==> src/rtl/owt_pkg.sv <==
`timescale 1ns / 1ps
`default_nettype none
// ----------------------------------------------------------------------------
// owt_pkg
// Shared types and constants for the 1-Wire master slot timer.
// ----------------------------------------------------------------------------
package owt_pkg;

    localparam int TIME_W = 10;
    localparam int REG_COUNT = 8;
    localparam int REG_IDX_W = $clog2(REG_COUNT);

    typedef logic [TIME_W-1:0] time_t;

    typedef enum logic [1:0] {
        OP_TICK  = 2'd0,
        OP_RESET = 2'd1,
        OP_WRITE = 2'd2,
        OP_READ  = 2'd3
    } op_t;

    typedef enum logic [1:0] {
        ST_OK   = 2'd0,
        ST_FAIL = 2'd1,
        ST_BUSY = 2'd2
    } status_t;

    typedef enum logic [REG_IDX_W-1:0] {
        REG_RESET_LOW    = 3'd0,
        REG_RESET_SAMPLE = 3'd1,
        REG_RESET_TAIL   = 3'd2,
        REG_WRITE0_LOW   = 3'd3,
        REG_WRITE0_HIGH  = 3'd4,
        REG_WRITE1_LOW   = 3'd5,
        REG_WRITE1_HIGH  = 3'd6,
        REG_READ_LOW     = 3'd7
    } reg_idx_t;

    localparam time_t RESET_LOW_INIT    = 10'd480;
    localparam time_t RESET_SAMPLE_INIT = 10'd70;
    localparam time_t RESET_TAIL_INIT   = 10'd410;
    localparam time_t WRITE0_LOW_INIT   = 10'd60;
    localparam time_t WRITE0_HIGH_INIT  = 10'd10;
    localparam time_t WRITE1_LOW_INIT   = 10'd6;
    localparam time_t WRITE1_HIGH_INIT  = 10'd64;
    localparam time_t READ_LOW_INIT     = 10'd6;

    localparam time_t READ_SAMPLE_TIME = 10'd9;
    localparam time_t READ_TAIL_TIME   = 10'd55;

    typedef struct packed {
        time_t reset_low;
        time_t reset_sample;
        time_t reset_tail;
        time_t write0_low;
        time_t write0_high;
        time_t write1_low;
        time_t write1_high;
        time_t read_low;
    } timing_t;

endpackage

`default_nettype wire

==> src/rtl/owt_if.sv <==
`timescale 1ns / 1ps
`default_nettype none
// ----------------------------------------------------------------------------
// owt_if
// Valid/ready channels for commands/ticks and per-item results.
// ----------------------------------------------------------------------------
interface owt_cmd_if;
    logic       valid;
    logic       ready;
    logic [1:0] op;
    logic       write_value;
    logic       line_level;

    modport source (output valid, output op, output write_value, output line_level,
                    input ready);
    modport sink   (input valid, input op, input write_value, input line_level,
                    output ready);
endinterface

interface owt_res_if;
    logic       valid;
    logic       ready;
    logic       drive_low;
    logic       busy_res;
    logic       done_res;
    logic [1:0] status;
    logic       read_value;

    modport source (output valid, output drive_low, output busy_res, output done_res,
                    output status, output read_value, input ready);
    modport sink   (input valid, input drive_low, input busy_res, input done_res,
                    input status, input read_value, output ready);
endinterface

`default_nettype wire

==> src/rtl/owt_cfg_regs.sv <==
`timescale 1ns / 1ps
`default_nettype none
// ----------------------------------------------------------------------------
// owt_cfg_regs
// Slot timing register file, write-only, loaded with standard-speed values.
// ----------------------------------------------------------------------------
module owt_cfg_regs (
    input  wire                           clk,
    input  wire                           rst_n,
    input  wire                           cfg_we,
    input  wire  [owt_pkg::REG_IDX_W-1:0] cfg_index,
    input  wire  [owt_pkg::TIME_W-1:0]    cfg_data,
    output owt_pkg::timing_t              timing
);
    import owt_pkg::*;

    timing_t timing_reg;

    always_ff @(posedge clk or negedge rst_n)
    begin
        if (!rst_n)
        begin
            timing_reg.reset_low    <= RESET_LOW_INIT;
            timing_reg.reset_sample <= RESET_SAMPLE_INIT;
            timing_reg.reset_tail   <= RESET_TAIL_INIT;
            timing_reg.write0_low   <= WRITE0_LOW_INIT;
            timing_reg.write0_high  <= WRITE0_HIGH_INIT;
            timing_reg.write1_low   <= WRITE1_LOW_INIT;
            timing_reg.write1_high  <= WRITE1_HIGH_INIT;
            timing_reg.read_low     <= READ_LOW_INIT;
        end
        else if (cfg_we)
        begin
            unique case (reg_idx_t'(cfg_index))
                REG_RESET_LOW:    timing_reg.reset_low    <= cfg_data;
                REG_RESET_SAMPLE: timing_reg.reset_sample <= cfg_data;
                REG_RESET_TAIL:   timing_reg.reset_tail   <= cfg_data;
                REG_WRITE0_LOW:   timing_reg.write0_low   <= cfg_data;
                REG_WRITE0_HIGH:  timing_reg.write0_high  <= cfg_data;
                REG_WRITE1_LOW:   timing_reg.write1_low   <= cfg_data;
                REG_WRITE1_HIGH:  timing_reg.write1_high  <= cfg_data;
                REG_READ_LOW:     timing_reg.read_low     <= cfg_data;
                default:          ;
            endcase
        end
    end

    assign timing = timing_reg;

endmodule

`default_nettype wire

==> src/rtl/onewire_master_slot_timer.sv <==
`timescale 1ns / 1ps
`default_nettype none
// ----------------------------------------------------------------------------
// onewire_master_slot_timer
// 1-Wire standard-speed bus master: reset, write and read slot timing.
// ----------------------------------------------------------------------------
// One item (a command or a 1 us tick) is taken per clock. Its result is ready
// in the output register in the cycle after the transfer; the slot state update
// is a single compare, decrement and reload of the 10-bit countdown. The input
// stays ready while the output register is empty or being drained that cycle,
// so a stalled result holds off only the next transfer.
// ----------------------------------------------------------------------------
module onewire_master_slot_timer (
    input  wire                           clk,
    input  wire                           rst_n,
    input  wire                           cfg_we,
    input  wire  [owt_pkg::REG_IDX_W-1:0] cfg_index,
    input  wire  [owt_pkg::TIME_W-1:0]    cfg_data,
    owt_cmd_if.sink                       cmd,
    owt_res_if.source                     res
);
    import owt_pkg::*;

    typedef enum logic [3:0] {
        PH_IDLE     = 4'd0,
        PH_RST_LOW  = 4'd1,
        PH_RST_WAIT = 4'd2,
        PH_RST_TAIL = 4'd3,
        PH_W0_LOW   = 4'd4,
        PH_W0_HIGH  = 4'd5,
        PH_W1_LOW   = 4'd6,
        PH_W1_HIGH  = 4'd7,
        PH_RD_LOW   = 4'd8,
        PH_RD_WAIT  = 4'd9,
        PH_RD_TAIL  = 4'd10
    } phase_t;

    timing_t timing;

    phase_t  phase_reg,   phase_next;
    time_t   count_reg,   count_next;
    logic    pulled_reg,  pulled_next;
    status_t status_reg,  status_next;
    logic    sampled_reg, sampled_next;
    logic    done_next;
    logic    reject_next;

    logic    out_valid_reg;
    logic    drive_reg;
    logic    busy_reg;
    logic    done_reg;
    status_t res_status_reg;
    logic    read_reg;

    logic    xfer;
    op_t     op;

    owt_cfg_regs u_cfg (
        .clk       (clk),
        .rst_n     (rst_n),
        .cfg_we    (cfg_we),
        .cfg_index (cfg_index),
        .cfg_data  (cfg_data),
        .timing    (timing)
    );

    assign cmd.ready = !out_valid_reg || res.ready;
    assign xfer      = cmd.valid && cmd.ready;
    assign op        = op_t'(cmd.op);

    always_comb
    begin
        phase_next   = phase_reg;
        count_next   = count_reg;
        pulled_next  = pulled_reg;
        status_next  = status_reg;
        sampled_next = sampled_reg;
        done_next    = 1'b0;
        reject_next  = 1'b0;

        if (op != OP_TICK)
        begin
            if (phase_reg != PH_IDLE)
            begin
                reject_next = 1'b1;
            end
            else
            begin
                unique case (op)
                    OP_RESET:
                    begin
                        if (!cmd.line_level)
                        begin
                            status_next = ST_FAIL;
                            done_next   = 1'b1;
                        end
                        else
                        begin
                            status_next = ST_OK;
                            pulled_next = 1'b1;
                            phase_next  = PH_RST_LOW;
                            count_next  = timing.reset_low;
                        end
                    end
                    OP_WRITE:
                    begin
                        status_next = ST_OK;
                        pulled_next = 1'b1;
                        if (cmd.write_value)
                        begin
                            phase_next = PH_W1_LOW;
                            count_next = timing.write1_low;
                        end
                        else
                        begin
                            phase_next = PH_W0_LOW;
                            count_next = timing.write0_low;
                        end
                    end
                    default:
                    begin
                        status_next = ST_OK;
                        pulled_next = 1'b1;
                        phase_next  = PH_RD_LOW;
                        count_next  = timing.read_low;
                    end
                endcase
            end
        end
        else if (phase_reg != PH_IDLE)
        begin
            if (count_reg > time_t'(1))
            begin
                count_next = count_reg - time_t'(1);
            end
            else
            begin
                count_next = '0;
                unique case (phase_reg)
                    PH_RST_LOW:
                    begin
                        pulled_next = 1'b0;
                        phase_next  = PH_RST_WAIT;
                        count_next  = timing.reset_sample;
                    end
                    PH_RST_WAIT:
                    begin
                        status_next = cmd.line_level ? ST_FAIL : ST_OK;
                        phase_next  = PH_RST_TAIL;
                        count_next  = timing.reset_tail;
                    end
                    PH_W0_LOW:
                    begin
                        pulled_next = 1'b0;
                        phase_next  = PH_W0_HIGH;
                        count_next  = timing.write0_high;
                    end
                    PH_W1_LOW:
                    begin
                        pulled_next = 1'b0;
                        phase_next  = PH_W1_HIGH;
                        count_next  = timing.write1_high;
                    end
                    PH_RD_LOW:
                    begin
                        pulled_next = 1'b0;
                        phase_next  = PH_RD_WAIT;
                        count_next  = READ_SAMPLE_TIME;
                    end
                    PH_RD_WAIT:
                    begin
                        sampled_next = cmd.line_level;
                        phase_next   = PH_RD_TAIL;
                        count_next   = READ_TAIL_TIME;
                    end
                    default:
                    begin
                        // tail and recovery phases close the slot
                        pulled_next = 1'b0;
                        phase_next  = PH_IDLE;
                        done_next   = 1'b1;
                    end
                endcase
            end
        end
    end

    always_ff @(posedge clk or negedge rst_n)
    begin
        if (!rst_n)
        begin
            phase_reg      <= PH_IDLE;
            count_reg      <= '0;
            pulled_reg     <= 1'b0;
            status_reg     <= ST_OK;
            sampled_reg    <= 1'b0;
            out_valid_reg  <= 1'b0;
            drive_reg      <= 1'b0;
            busy_reg       <= 1'b0;
            done_reg       <= 1'b0;
            res_status_reg <= ST_OK;
            read_reg       <= 1'b0;
        end
        else
        begin
            if (xfer)
            begin
                phase_reg      <= phase_next;
                count_reg      <= count_next;
                pulled_reg     <= pulled_next;
                status_reg     <= status_next;
                sampled_reg    <= sampled_next;
                out_valid_reg  <= 1'b1;
                drive_reg      <= pulled_next;
                busy_reg       <= (phase_next != PH_IDLE);
                done_reg       <= done_next;
                res_status_reg <= reject_next ? ST_BUSY : status_next;
                read_reg       <= sampled_next;
            end
            else if (res.ready)
            begin
                out_valid_reg <= 1'b0;
            end
        end
    end

    assign res.valid      = out_valid_reg;
    assign res.drive_low  = drive_reg;
    assign res.busy_res   = busy_reg;
    assign res.done_res   = done_reg;
    assign res.status     = res_status_reg;
    assign res.read_value = read_reg;

`ifndef SYNTHESIS
    a_pull_only_in_slot: assert property (@(posedge clk) disable iff (!rst_n)
        pulled_reg |-> (phase_reg != PH_IDLE))
        else $error("line pulled while no slot is active");

    a_result_follows_xfer: assert property (@(posedge clk) disable iff (!rst_n)
        xfer |=> res.valid)
        else $error("transfer produced no result");

    a_done_ends_slot: assert property (@(posedge clk) disable iff (!rst_n)
        (res.valid && res.done_res) |-> (!res.busy_res && !res.drive_low))
        else $error("done reported while slot still active");

    a_reject_while_busy: assert property (@(posedge clk) disable iff (!rst_n)
        (xfer && (op != OP_TICK) && (phase_reg != PH_IDLE))
            |=> (res.status == ST_BUSY) && res.busy_res)
        else $error("busy command not rejected");
`endif

endmodule

`default_nettype wire
==> src/flat_wrapper.sv <==
// flat-port wrapper written by rule: the top's interface ports become plain ports
module onewire_master_slot_timer_flat import owt_pkg::*;
  (clk, rst_n, cfg_we, cfg_index, cfg_data, cmd_valid, cmd_op, cmd_write_value, cmd_line_level, cmd_ready, res_valid, res_drive_low, res_busy_res, res_done_res, res_status, res_read_value, res_ready);
  owt_cmd_if cmd_i ();
  owt_res_if res_i ();
  input  wire clk;
  input  wire rst_n;
  input  wire cfg_we;
  input  wire  [owt_pkg::REG_IDX_W-1:0] cfg_index;
  input  wire  [owt_pkg::TIME_W-1:0] cfg_data;
  input wire logic [$bits(cmd_i.valid)-1:0] cmd_valid;
  input wire logic [$bits(cmd_i.op)-1:0] cmd_op;
  input wire logic [$bits(cmd_i.write_value)-1:0] cmd_write_value;
  input wire logic [$bits(cmd_i.line_level)-1:0] cmd_line_level;
  output wire logic [$bits(cmd_i.ready)-1:0] cmd_ready;
  output wire logic [$bits(res_i.valid)-1:0] res_valid;
  output wire logic [$bits(res_i.drive_low)-1:0] res_drive_low;
  output wire logic [$bits(res_i.busy_res)-1:0] res_busy_res;
  output wire logic [$bits(res_i.done_res)-1:0] res_done_res;
  output wire logic [$bits(res_i.status)-1:0] res_status;
  output wire logic [$bits(res_i.read_value)-1:0] res_read_value;
  input wire logic [$bits(res_i.ready)-1:0] res_ready;
  assign cmd_i.valid = cmd_valid;
  assign cmd_i.op = cmd_op;
  assign cmd_i.write_value = cmd_write_value;
  assign cmd_i.line_level = cmd_line_level;
  assign cmd_ready = cmd_i.ready;
  assign res_valid = res_i.valid;
  assign res_drive_low = res_i.drive_low;
  assign res_busy_res = res_i.busy_res;
  assign res_done_res = res_i.done_res;
  assign res_status = res_i.status;
  assign res_read_value = res_i.read_value;
  assign res_i.ready = res_ready;
  onewire_master_slot_timer u_core (.clk(clk), .rst_n(rst_n), .cfg_we(cfg_we), .cfg_index(cfg_index), .cfg_data(cfg_data), .cmd(cmd_i), .res(res_i));
endmodule
==> config.mk <==
export PLATFORM = sky130hd
export DESIGN_NAME = onewire_master_slot_timer_flat
export DESIGN_NICKNAME = d
export VERILOG_FILES = /design/src/rtl/owt_pkg.sv /design/src/rtl/owt_if.sv /design/src/rtl/owt_cfg_regs.sv /design/src/rtl/onewire_master_slot_timer.sv /design/src/flat_wrapper.sv
export SDC_FILE = /design/constraint.sdc
export NUM_CORES = 1
export LEC_CHECK = 0
export ABC_AREA = 1
export BUFFER_PORTS_ARGS = -buffer_cell sky130_fd_sc_hd__buf_2
export CORE_MARGIN = 5
export CORE_UTILIZATION = 30
export CTS_CLUSTER_SIZE = 30
export DETAILED_ROUTE_END_ITERATION = 16
export PLACE_DENSITY = 0.53
export SLEW_MARGIN = 20
export SYNTH_ARGS = -nofsm -noshare
export SYNTH_HDL_FRONTEND = slang
export SYNTH_SLANG_ARGS = --single-unit
==> constraint.sdc <==
create_clock -name clk -period 4.2 [get_ports clk]
set_input_delay 0.84 -clock clk [delete_from_list [all_inputs] [get_ports clk]]
set_output_delay 0.84 -clock clk [all_outputs]
set_load 0.005 [all_outputs]
==> results of run 1 <==
==> where the power goes <==
group          leakage [nW]  internal [W]  total [W]  switching (W)
clock network         0.152      0.000487   0.000871       0.000384
logic                  1.27      0.000284   0.000820       0.000537
registers              1.23       0.00125    0.00142       0.000174
total                  2.65       0.00202    0.00311        0.00109
==> how the worst max path moves through the flow <==
stage | start | to | slack (ns) | depth (start not counted)
after floorplan | cmd_op[0] | u_core.count_reg[9]$_DFFE_PN0P_ | 1.76 | 12
after global placement | cmd_op[0] | u_core.count_reg[9]$_DFFE_PN0P_ | 1.05 | 13
after detailed placement | cmd_op[1] | u_core.count_reg[9]$_DFFE_PN0P_ | 0.98 | 13
after CTS | cmd_op[1] | u_core.count_reg[4]$_DFFE_PN0P_ | 1.35 | 11
after global routing | cmd_op[1] | u_core.count_reg[4]$_DFFE_PN0P_ | 1.16 | 11
final | cmd_op[1] | u_core.count_reg[4]$_DFFE_PN0P_ | 1.31 | 11
==> worst max-delay path, delay by kind of cell <==
| kind | cells | cell delay [ns] |
|---|---|---|
| AND/OR/NAND/NOR | 3 | 0.81 |
| adder cells (fa/ha/maj) | 2 | 0.51 |
| AO/OA/AOI/OAI | 2 | 0.26 |
| buffers and inverters | 4 | 0.67 |
==> per-layer routing <==
metal | GRT usage (%) | routed length [microns]
met1 | 20.94 | 6871
met2 | 23.16 | 6432
met3 | 3.353 | 730
met4 | 3.315 | 149
met5 | 0 | 0
==> synthesized netlist by cell type, drive strengths merged, types with 2 or more instances <==
master / n / area, sq um
a21oi: 37 / 185.2
a22oi: 4 / 30.03
a31oi: 3 / 18.77
buf: 5 / 46.29
clkbuf: 23 / 86.33
clkinv: 3 / 11.26
dfrtp: 80 / 2002
dfstp: 23 / 604.3
ha: 6 / 75.07
inv: 48 / 180.2
nand2: 187 / 714.4
nand3: 30 / 155.1
nand4: 7 / 43.79
nor2: 46 / 197.7
nor3: 3 / 26.28
o211ai: 5 / 37.54
o21a: 4 / 30.03
o21ai: 116 / 580.6
o22ai: 4 / 25.02
or2: 2 / 12.51
xnor2: 2 / 17.52
==> stage by stage <==
| stage | total power, W | worst slack (ns) |
|---|---|---|
| after global placement | 0.002226 | 1.054 |
| final | 0.003110 | 1.307 |
| after floorplan | 0.001990 | 1.761 |
| after detailed placement | 0.002252 | 0.9791 |
| after CTS | 0.003139 | 1.345 |
| after global routing | 0.003319 | 1.156 |
==> logic make-up after synthesis <==
| kind of cell | share of synthesized area [%] |
|---|---|
| simple gates | 22.73 |
| compound gates | 18.04 |
| flops | 50.90 |
| buf+inv | 6.329 |
| fa+ha+maj | 1.466 |
| xor+xnor | 0.3422 |
| mux | 0.1955 |
==> cell type report <==
| cell class | count | area, sq um |
|---|---|---|
| Inverter | 51 | 191.4 |
| Timing Repair Buffer | 32 | 170.2 |
| Clock buffer | 11 | 242.7 |
| Fill cell | 1754 | 10890 |
| Clock inverter | 5 | 63.81 |
| Sequential cell | 103 | 2606 |
| Multi-Input combinational cell | 461 | 2201 |
| Tap cell | 220 | 275.3 |
==> summary.md, run 1 <==
| Metric | Value |
|---|---|
| Status | finished clean |
| Peak VDD IR | 0.2337 mV |
| Syn Inst Count | 643 |
| CTS Sinks | 103 |
| Worst slew pin tran | 0.9641 ns |
| Worst skew pair latency | 0.35 ns |
| CTS HTree Levels | 3 |
| Worst Path Arrival | 3.11 ns |
| Fmax achieved | 345.6 MHz |
| # Max-Cap Violations | 0 |
| Placement Cell Area | 5444 sq um |
| Routed WL per cell | 16.06 microns |
| Placed cell count | 867 |
| Slew Viols, Final | 0 |
| Layout Utilization | 34.55% |
| Drt first pass iters | 5 |
| Antenna Nets Post-Route | 0 |
| Final Hold Violating Endpoints | 0 |
| CTS root buffer | clkbuf_16 |
| Post-route clock period utilization | 68.89% |
| Ys async rst share | 100.0% |
| Clock-pin slew on the worst setup and hold paths | 0.07 ns |
| CP endpoint kind | register |
| Starting Density | 30.76% |
| Vias in the first global route | 4237 |
| N_diodes | 0 |
| Most frequent cells in the layout | 184 x nand2_1, 114 x o21ai_0, 80 x dfrtp_1 |
| Hold Path End | u_core.res.status[0]$_DFFE_PN0P_ |
| Syn avg cell area | 7.963 sq um |
| Clock skew | 0.006469 ns |
| Sequential-to-total area share from yosys stat | 50.90% |
| Postcts setup bufs | 0 |
| Critical Path Fanout Max | 18 |
| CP peak stage delay | 0.48 ns |
| GP Congestion | 0.9124 |
| Headroom to the max-slew limit | 35.72% |
| Via count | 4336 |
| Reg2reg end | u_core.count_reg[4]$_DFFE_PN0P_ |
| Total Routing Usage GR | 14.78% |
| Placement Rows | 47 |
| Hold path startpoint | u_core.res.status[0]$_DFFE_PN0P_ |
| Leakage | 2.651 nW |
| Max FFs per register | 80 |
| Hold Crit Depth | 2 |
| CTS tree | yes |
| Commonest non-fill, non-tap cell in the layout | nand2_1 |
| Share of post-route cells with drive strength above 1 | 13.73% |
| Yosys cell types | 36 |
| Hold slack | 0.4759 ns |
| FF-to-FF path depth | 8 |
| First-pass GRT wire length | 23.04 mm |
| Core Area | 16640 sq um |
| Routed vias/inst | 4.911 |
| Area grow syn2layout | 12.32% |
| Post-route setup TNS | 0 ns |
| Pin count of the biggest net entering global routing | 74 |
| Flop2flop setup slack | 1.81 ns |
| Total wire length | 14.18 mm |
| Cell Count, Final, Fillers Out | 883 |
| Total gr overflow | 0 |
| IO Count | 30 |
| Syn_nets | 671 |
| Full die area | 19780 sq um |
| Die Ht | 140.6 microns |
| Port buffer count | 29 |
| # DRC | 0 |
| Post-CTS resize count | 0 |
| Nets | 686 |
| Synth Cell Area | 5120 sq um |
| Post-route design area | 5751 sq um |
| TritonCTS Buffers | 9 |
| Crit-path cells | buf_2 -> inv_1 -> ha_1 -> buf_4 -> clkinv_1 -> ha_1 -> nand2_1 -> nor2_2 -> nand2_1 -> o22ai_1 -> a21oi_1 |
| Worst EP required | 4.42 ns |
| Tmin final | 2.893 ns |
| Kind of critical path | in2reg |
| R2r startpoint | u_core.phase_reg[0]$_DFFE_PN0P_ |
| Post-synth EDFFs | 0 |
| Hold Crit Class | reg2reg |
| DR iter-0 viols | 375 |
| Die Span X | 140.6 microns |
| RSZ-0062 raised after global routing | no |
| Synth Register Bits | 103 |
| Setup crit start kind | primary input |
| DP Wirelength | 9.862 mm |
| Initial antenna violation count | 0 |
| Warnings from Yosys | 0 |
| Slowest stage cell, crit path | nor2_2 |
| Max Buffers Root-to-Sink | 2 |
| Final setup vio count | 0 |
| Post-CTS Hold Fix Bufs | 0 |
| Top_reg_cell synth | dfrtp_1 |
| Pwr per Cell Area | 540.9 nW/um^2 |
No activity file was read; power rests on OpenSTA's default activity.
==> run 2: changes to the inputs <==
--- a/config.mk
+++ b/config.mk
@@ -5,13 +5,13 @@
 export SDC_FILE = /design/constraint.sdc
 export NUM_CORES = 1
 export LEC_CHECK = 0
-export ABC_AREA = 1
+export ABC_AREA = 0
 export BUFFER_PORTS_ARGS = -buffer_cell sky130_fd_sc_hd__buf_2
 export CORE_MARGIN = 5
 export CORE_UTILIZATION = 30
 export CTS_CLUSTER_SIZE = 30
 export DETAILED_ROUTE_END_ITERATION = 16
-export PLACE_DENSITY = 0.53
+export PLACE_DENSITY = 0.55
 export SLEW_MARGIN = 20
 export SYNTH_ARGS = -nofsm -noshare
 export SYNTH_HDL_FRONTEND = slang
==> constraint.sdc (replaced) <==
create_clock -name clk -period 2.4 [get_ports clk]
set_input_delay 0.48 -clock clk [delete_from_list [all_inputs] [get_ports clk]]
set_output_delay 0.48 -clock clk [all_outputs]
set_load 0.005 [all_outputs]
==> summary.md, run 2 <==
| Metric | Value |
|---|---|
| Tmin final | 2.204 ns |
| Ys async rst share | 100.0% |
| Post-route setup TNS | 0 ns |
| Cell taking the most area after synthesis | dfrtp_1 |
| Starting Density | 30.77% |
| Clock skew | 0.009251 ns |
| Total gr overflow | 0 |
| Total Routing Usage GR | 13.72% |
| Max Buffers Root-to-Sink | 2 |
| Syn Inst Count | 445 |
| Commonest non-fill, non-tap cell in the layout | mux2_2 |
| # Max-Cap Violations | 0 |
| Leakage | 2.532 nW |
| CTS Sinks | 103 |
| Headroom to the max-slew limit | 57.63% |
| Final Hold Violating Endpoints | 0 |
| Kind of critical path | reg2reg |
| Setup crit start kind | register |
| Synth cell count leaders | 95 x mux2_2, 80 x dfrtp_1, 25 x nand2_1 |
| Warnings from Yosys | 0 |
| Placed cell count | 700 |
| DR iter-0 viols | 273 |
| CTS root buffer | clkbuf_16 |
| Hold Crit Class | in2reg |
| Die Ht | 143.4 microns |
| Met1 Use GR | 20.08% |
| CP endpoint kind | register |
| Antenna Nets Post-Route | 0 |
| Drt first pass iters | 5 |
| IO Count | 30 |
| Most numerous cell in the Yosys netlist | mux2_2 |
| Area grow syn2layout | 16.12% |
| Pwr per Cell Area | 989.9 nW/um^2 |
| First-pass GRT wire length | 21.96 mm |
| Initial antenna violation count | 0 |
| Nets | 515 |
| Post-synth EDFFs | 0 |
| Power share of the clock group | 25.8% |
| Routed vias/inst | 5.232 |
| Vias in the first global route | 3887 |
| Yosys cell types | 67 |
| RSZ-0062 raised after global routing | no |
| Pre-CTS setup slack | 0.2002 ns |
| Full die area | 20570 sq um |
| Hold slack | 0.3809 ns |
| Met3 Track Usage GR | 3.527% |
| Routed WL per cell | 18.74 microns |
| Share of post-route cells with drive strength above 1 | 43.29% |
| Cell Count, Final, Fillers Out | 717 |
| Worst skew pair latency | 0.35 ns |
| GP Congestion | 0.8789 |
| Top_reg_cell synth | dfrtp_1 |
| Critical path origin | u_core.phase_reg[2]$_DFFE_PN0P_ |
| Final setup vio count | 0 |
| Worst slew pin tran | 0.6339 ns |
| Most frequent cells in the layout | 95 x mux2_2, 80 x dfrtp_1, 28 x buf_2 |
| WP buf/inv | 1 |
| Critical Path Fanout Max | 13 |
| Synth Cell Area | 5340 sq um |
| Sequential-to-total area share from yosys stat | 48.81% |
| Port buffer count | 29 |
| Slew Viols, Final | 0 |
| Worst EP required | 2.60 ns |
| Met2 Use GR | 20.43% |
| CP peak stage delay | 0.55 ns |
| Slowest stage cell, crit path | dfrtp_1 |
| CTS tree | yes |
| Worst Path Arrival | 2.41 ns |
| Crit-path cells | nor4_4 -> inv_2 -> ha_1 -> nand3_2 -> nor2_2 -> a211oi_2 |
| TritonCTS Buffers | 9 |
| Setup ws final | 0.1959 ns |
| Core Area | 17360 sq um |
| N_diodes | 0 |
| Postcts setup bufs | 0 |
| CP delay by family, top | simple AND/OR/NAND/NOR gates |
| Top Usage Layer GRT | met2 |
| Via count | 3751 |
| Register share of total power | 42.3% |
| Status | finished clean |
| Total wire length | 13.44 mm |
| Sw Share | 33.45% |
| NetSw | 0.002053 W |
| Max FFs per register | 80 |
| Synth area leaders | dfrtp_1 37%, mux2_2 20%, dfstp_2 11% |
| # DRC | 0 |
| Die Span X | 143.4 microns |
| Hold path startpoint | cmd_valid |
| Cell-internal power | 0.004085 W |
| Area share of the largest cell type after synthesis | 37.49% |
| Pin count of the biggest net entering global routing | 59 |
| Peak VDD IR | 0.4586 mV |
| Placement Rows | 48 |
| R2r startpoint | u_core.phase_reg[2]$_DFFE_PN0P_ |
| Fmax achieved | 453.7 MHz |
| Syn_nets | 473 |
| Syn avg cell area | 12.00 sq um |
| Synth Register Bits | 103 |
| Post-route clock period utilization | 91.84% |
| DP Wirelength | 9.426 mm |
| Clock-pin slew on the worst setup and hold paths | 0.07 ns |
| CTS HTree Levels | 3 |
| Logic pwr share | 31.9% |
==> run 2: changes by cell type after synthesis, sizes merged, moves of 6 or more <==
cell    delta
nand2    -161
mux2      +95
o21ai     -94
inv       -37
a21oi     -30
nand3     -28
nor2      -21
a22oi     +17
clkbuf    -12
a221oi     +9
buf        +9
a211oi     +8
nand2b     +6
o31ai      +6
==> run 2: path summary, 6_finish.rpt <==
kind / end / slack [ns] / cells after the start
worst max-delay path: u_core.count_reg[3]$_DFFE_PN0P_ / 0.20 / 6
worst min-delay path: u_core.res.valid$_DFFE_PN0P_ / 0.38 / 2
worst max register to register: u_core.count_reg[3]$_DFFE_PN0P_ / 0.20 / 6
worst min register to register: u_core.status_reg[1]$_DFFE_PN0P_ / 0.49 / 1
max in group asynchronous: u_core.u_cfg.timing[54]$_DFFE_PN1P_ / 1.18 / 3
min in group asynchronous: u_core.u_cfg.timing[25]$_DFFE_PN0P_ / 0.55 / 2
==> run 2: per-layer routing <==
layer / part of all wire [%] / wire [microns]
met1: 50 / 6668
met2: 44 / 5919
met3: 5.0 / 675
met4: 1.3 / 173
met5: 0 / 0
==> run 2: cell type report <==
| cell class | count | area [sq um] |
|---|---|---|
| flip-flops and latches | 103 | 2606 |
| repair buffers | 56 | 390.4 |
| clock inverters | 6 | 90.09 |
| fillers | 1712 | 11160 |
| inverters | 11 | 41.29 |
| multi-input cells | 306 | 2562 |
| well taps | 225 | 281.5 |
| clock buffers | 10 | 229.0 |
==> run 2: worst register-to-register path, cell delays in order (launching register included) <==
cell and delay (ns):
dfrtp_1 0.55, nor4_4 0.33, inv_2 0.10, ha_1 0.33
nand3_2 0.17, nor2_2 0.43, a211oi_2 0.15
==> run 2: what timing repair did <==
item                       in CTS  in global routing
hold endpoints to repair        7                  0
resized for setup               0                  0
hold buffers                    1                  0
setup endpoints to repair       0                  0
==> run 2: power by group through the flow <==
stage	clock network [W]	registers (W)	logic [W]
finish	0.00159	0.00259	0.00196
global route	0.00170	0.00266	0.00215
CTS	0.00164	0.00259	0.00196
detailed placement	0	0.00262	0.00195
global placement	0	0.00260	0.00191
floorplan	0	0.00250	0.00142
==> run 2: cell families after synthesis <==
logic type | synth area share [%]
adder cells (fa/ha/maj) | 1.406
flip-flops | 48.81
XOR/XNOR | 0.9841
multiplexers | 20.60
AND/OR/NAND/NOR | 11.29
AO/OA/AOI/OAI | 13.71
buffers and inverters | 3.210
==> run 2: metrics by stage <==
stage / cell area (sq um) / total power, W / utilization (%)
floorplan: 5340 / 0.003921 / -
global placement: 5872 / 0.004515 / 33.83
detailed placement: 5872 / 0.004570 / 33.83
CTS: 6201 / 0.006192 / 35.73
global route: 6201 / 0.006510 / 35.73
finish: 6201 / 0.006138 / 35.73
==> run 3: changes to the inputs <==
--- a/config.mk
+++ b/config.mk
@@ -7,11 +7,14 @@
 export LEC_CHECK = 0
 export ABC_AREA = 0
 export BUFFER_PORTS_ARGS = -buffer_cell sky130_fd_sc_hd__buf_2
+export CAP_MARGIN = 0
 export CORE_MARGIN = 5
 export CORE_UTILIZATION = 30
 export CTS_CLUSTER_SIZE = 30
 export DETAILED_ROUTE_END_ITERATION = 16
+export HOLD_SLACK_MARGIN = 0.06
 export PLACE_DENSITY = 0.55
+export SETUP_SLACK_MARGIN = 0.3
 export SLEW_MARGIN = 20
 export SYNTH_ARGS = -nofsm -noshare
 export SYNTH_HDL_FRONTEND = slang
==> summary.md, run 3 (synthesis results as in run 2) <==
| Metric | Value |
|---|---|
| Status | finished clean |
| Hold path startpoint | cmd_valid |
| Max Buffers Root-to-Sink | 2 |
| GP Congestion | 0.8789 |
| # Max-Cap Violations | 0 |
| Full die area | 20570 sq um |
| Most frequent cells in the layout | 95 x mux2_2, 77 x dfrtp_1, 29 x buf_4 |
| Commonest non-fill, non-tap cell in the layout | mux2_2 |
| Port buffer count | 29 |
| CTS HTree Levels | 3 |
| Starting Density | 30.77% |
| Total wire length | 13.58 mm |
| Placement Rows | 48 |
| Drt first pass iters | 4 |
| Routed vias/inst | 5.251 |
| Die Ht | 143.4 microns |
| Worst Path Arrival | 2.28 ns |
| Final setup vio count | 0 |
| CP peak stage delay | 0.51 ns |
| Antenna Nets Post-Route | 0 |
| Cell Count, Final, Fillers Out | 722 |
| Critical path origin | u_core.phase_reg[1]$_DFFE_PN0P_ |
| N_diodes | 0 |
| Worst EP required | 2.66 ns |
| Peak VDD IR | 0.4587 mV |
| Crit-path cells | buf_4 -> nor2b_1 -> a22oi_1 -> o31ai_1 -> a221oi_2 -> a211oi_2 |
| Routed WL per cell | 18.81 microns |
| Clock skew | 0.009109 ns |
| Core Area | 17360 sq um |
| CP endpoint kind | register |
| Total Routing Usage GR | 13.74% |
| Hold Crit Class | in2reg |
| Post-route setup TNS | 0 ns |
| Hold slack | 0.3722 ns |
| CTS tree | yes |
| RSZ-0062 raised after global routing | yes |
| Max FFs per register | 80 |
| Headroom to the max-slew limit | 60.76% |
| First-pass GRT wire length | 22.01 mm |
| Share of post-route cells with drive strength above 1 | 46.28% |
| Die Span X | 143.4 microns |
| Slew Viols, Final | 0 |
| Critical Path Fanout Max | 12 |
| Via count | 3791 |
| Slowest stage cell, crit path | o31ai_1 |
| Placed cell count | 700 |
| Fmax achieved | 496.2 MHz |
| Total gr overflow | 0 |
| Initial antenna violation count | 0 |
| Pwr per Cell Area | 991.8 nW/um^2 |
| DP Wirelength | 9.426 mm |
| Vias in the first global route | 3906 |
| TritonCTS Buffers | 9 |
| Leakage | 2.572 nW |
| Pin count of the biggest net entering global routing | 59 |
| Clock-pin slew on the worst setup and hold paths | 0.07 ns |
| CTS Sinks | 103 |
| Worst slew pin tran | 0.5836 ns |
| R2r startpoint | u_core.phase_reg[1]$_DFFE_PN0P_ |
| IO Count | 30 |
| Worst skew pair latency | 0.35 ns |
| Area grow syn2layout | 18.11% |
| Setup crit start kind | register |
| CTS root buffer | clkbuf_16 |
| DR iter-0 viols | 249 |
| # DRC | 0 |
| Post-route clock period utilization | 83.97% |
| Final Hold Violating Endpoints | 0 |
| Tmin final | 2.015 ns |
| Nets | 520 |
| Kind of critical path | reg2reg |
[run 3: metal layers]
layer | global-route usage [%] | share of wire, % | wire length [microns] | up-vias
li1 | - | - | - | 1759
met1 | 20.12 | 50 | 6726 | 1948
met2 | 20.45 | 44 | 6030 | 71
met3 | 3.527 | 4.8 | 650 | 13
met4 | 3.171 | 1.3 | 170 | 0
met5 | 0 | 0 | 0 | -
[run 3: worst max-delay path, delay by kind of cell, from the launching register on]
family                 cells  cell delay [ns]
and+or+nand+nor            1             0.30
DFF                        1             0.44
buffers and inverters      1             0.23
AOI/OAI and AO/OA          4             0.97
[run 3: per-stage QoR]
stage | area (sq um) | total power [W] | utilization (%) | worst slack, ns
after floorplan | 5340 | 0.003921 | - | 0.3355
after global placement | 5872 | 0.004515 | 33.83 | 0.2345
final | 6307 | 0.006256 | 36.34 | 0.3847
after detailed placement | 5872 | 0.004570 | 33.83 | 0.2002
after CTS | 6241 | 0.006244 | 35.96 | 0.3126
after global routing | 6307 | 0.006625 | 36.34 | 0.2958
[run 3: layout make-up]
class                           count  area (sq um)
Fill cell                        1713         11050
Multi-Input combinational cell    306          2628
Sequential cell                   103          2610
Timing Repair Buffer               61         427.9
Tap cell                          225         281.5
Clock buffer                       10         229.0
Clock inverter                      6         90.09
Inverter                           11         41.29
[run 3: worst paths after layout]
kind,endpoint,slack (ns),depth (start not counted)
min reg2reg,u_core.status_reg[1]$_DFFE_PN0P_,0.49,1
min,u_core.res.valid$_DFFE_PN0P_,0.37,2
min in group asynchronous,u_core.u_cfg.timing[25]$_DFFE_PN0P_,0.55,2
max,u_core.count_reg[6]$_DFFE_PN0P_,0.38,6
max in group asynchronous,u_core.u_cfg.timing[54]$_DFFE_PN1P_,1.17,3
max reg2reg,u_core.count_reg[6]$_DFFE_PN0P_,0.38,6
[run 3: what timing repair did]
item                                    CTS  global route
setup buffers                             3             2
resized for setup                         4            11
pin swaps                                 1             2
endpoints found under the setup margin    9            12
hold buffers                              1             0
hold endpoints to repair                 11             0
[run 3: power breakdown]
group	leakage, nW	switching [W]	total [W]	internal (W)
Combinational	1.22	0.00110	0.00209	0.000990
Clock	0.153	0.000666	0.00159	0.000921
Sequential	1.19	0.000345	0.00258	0.00224
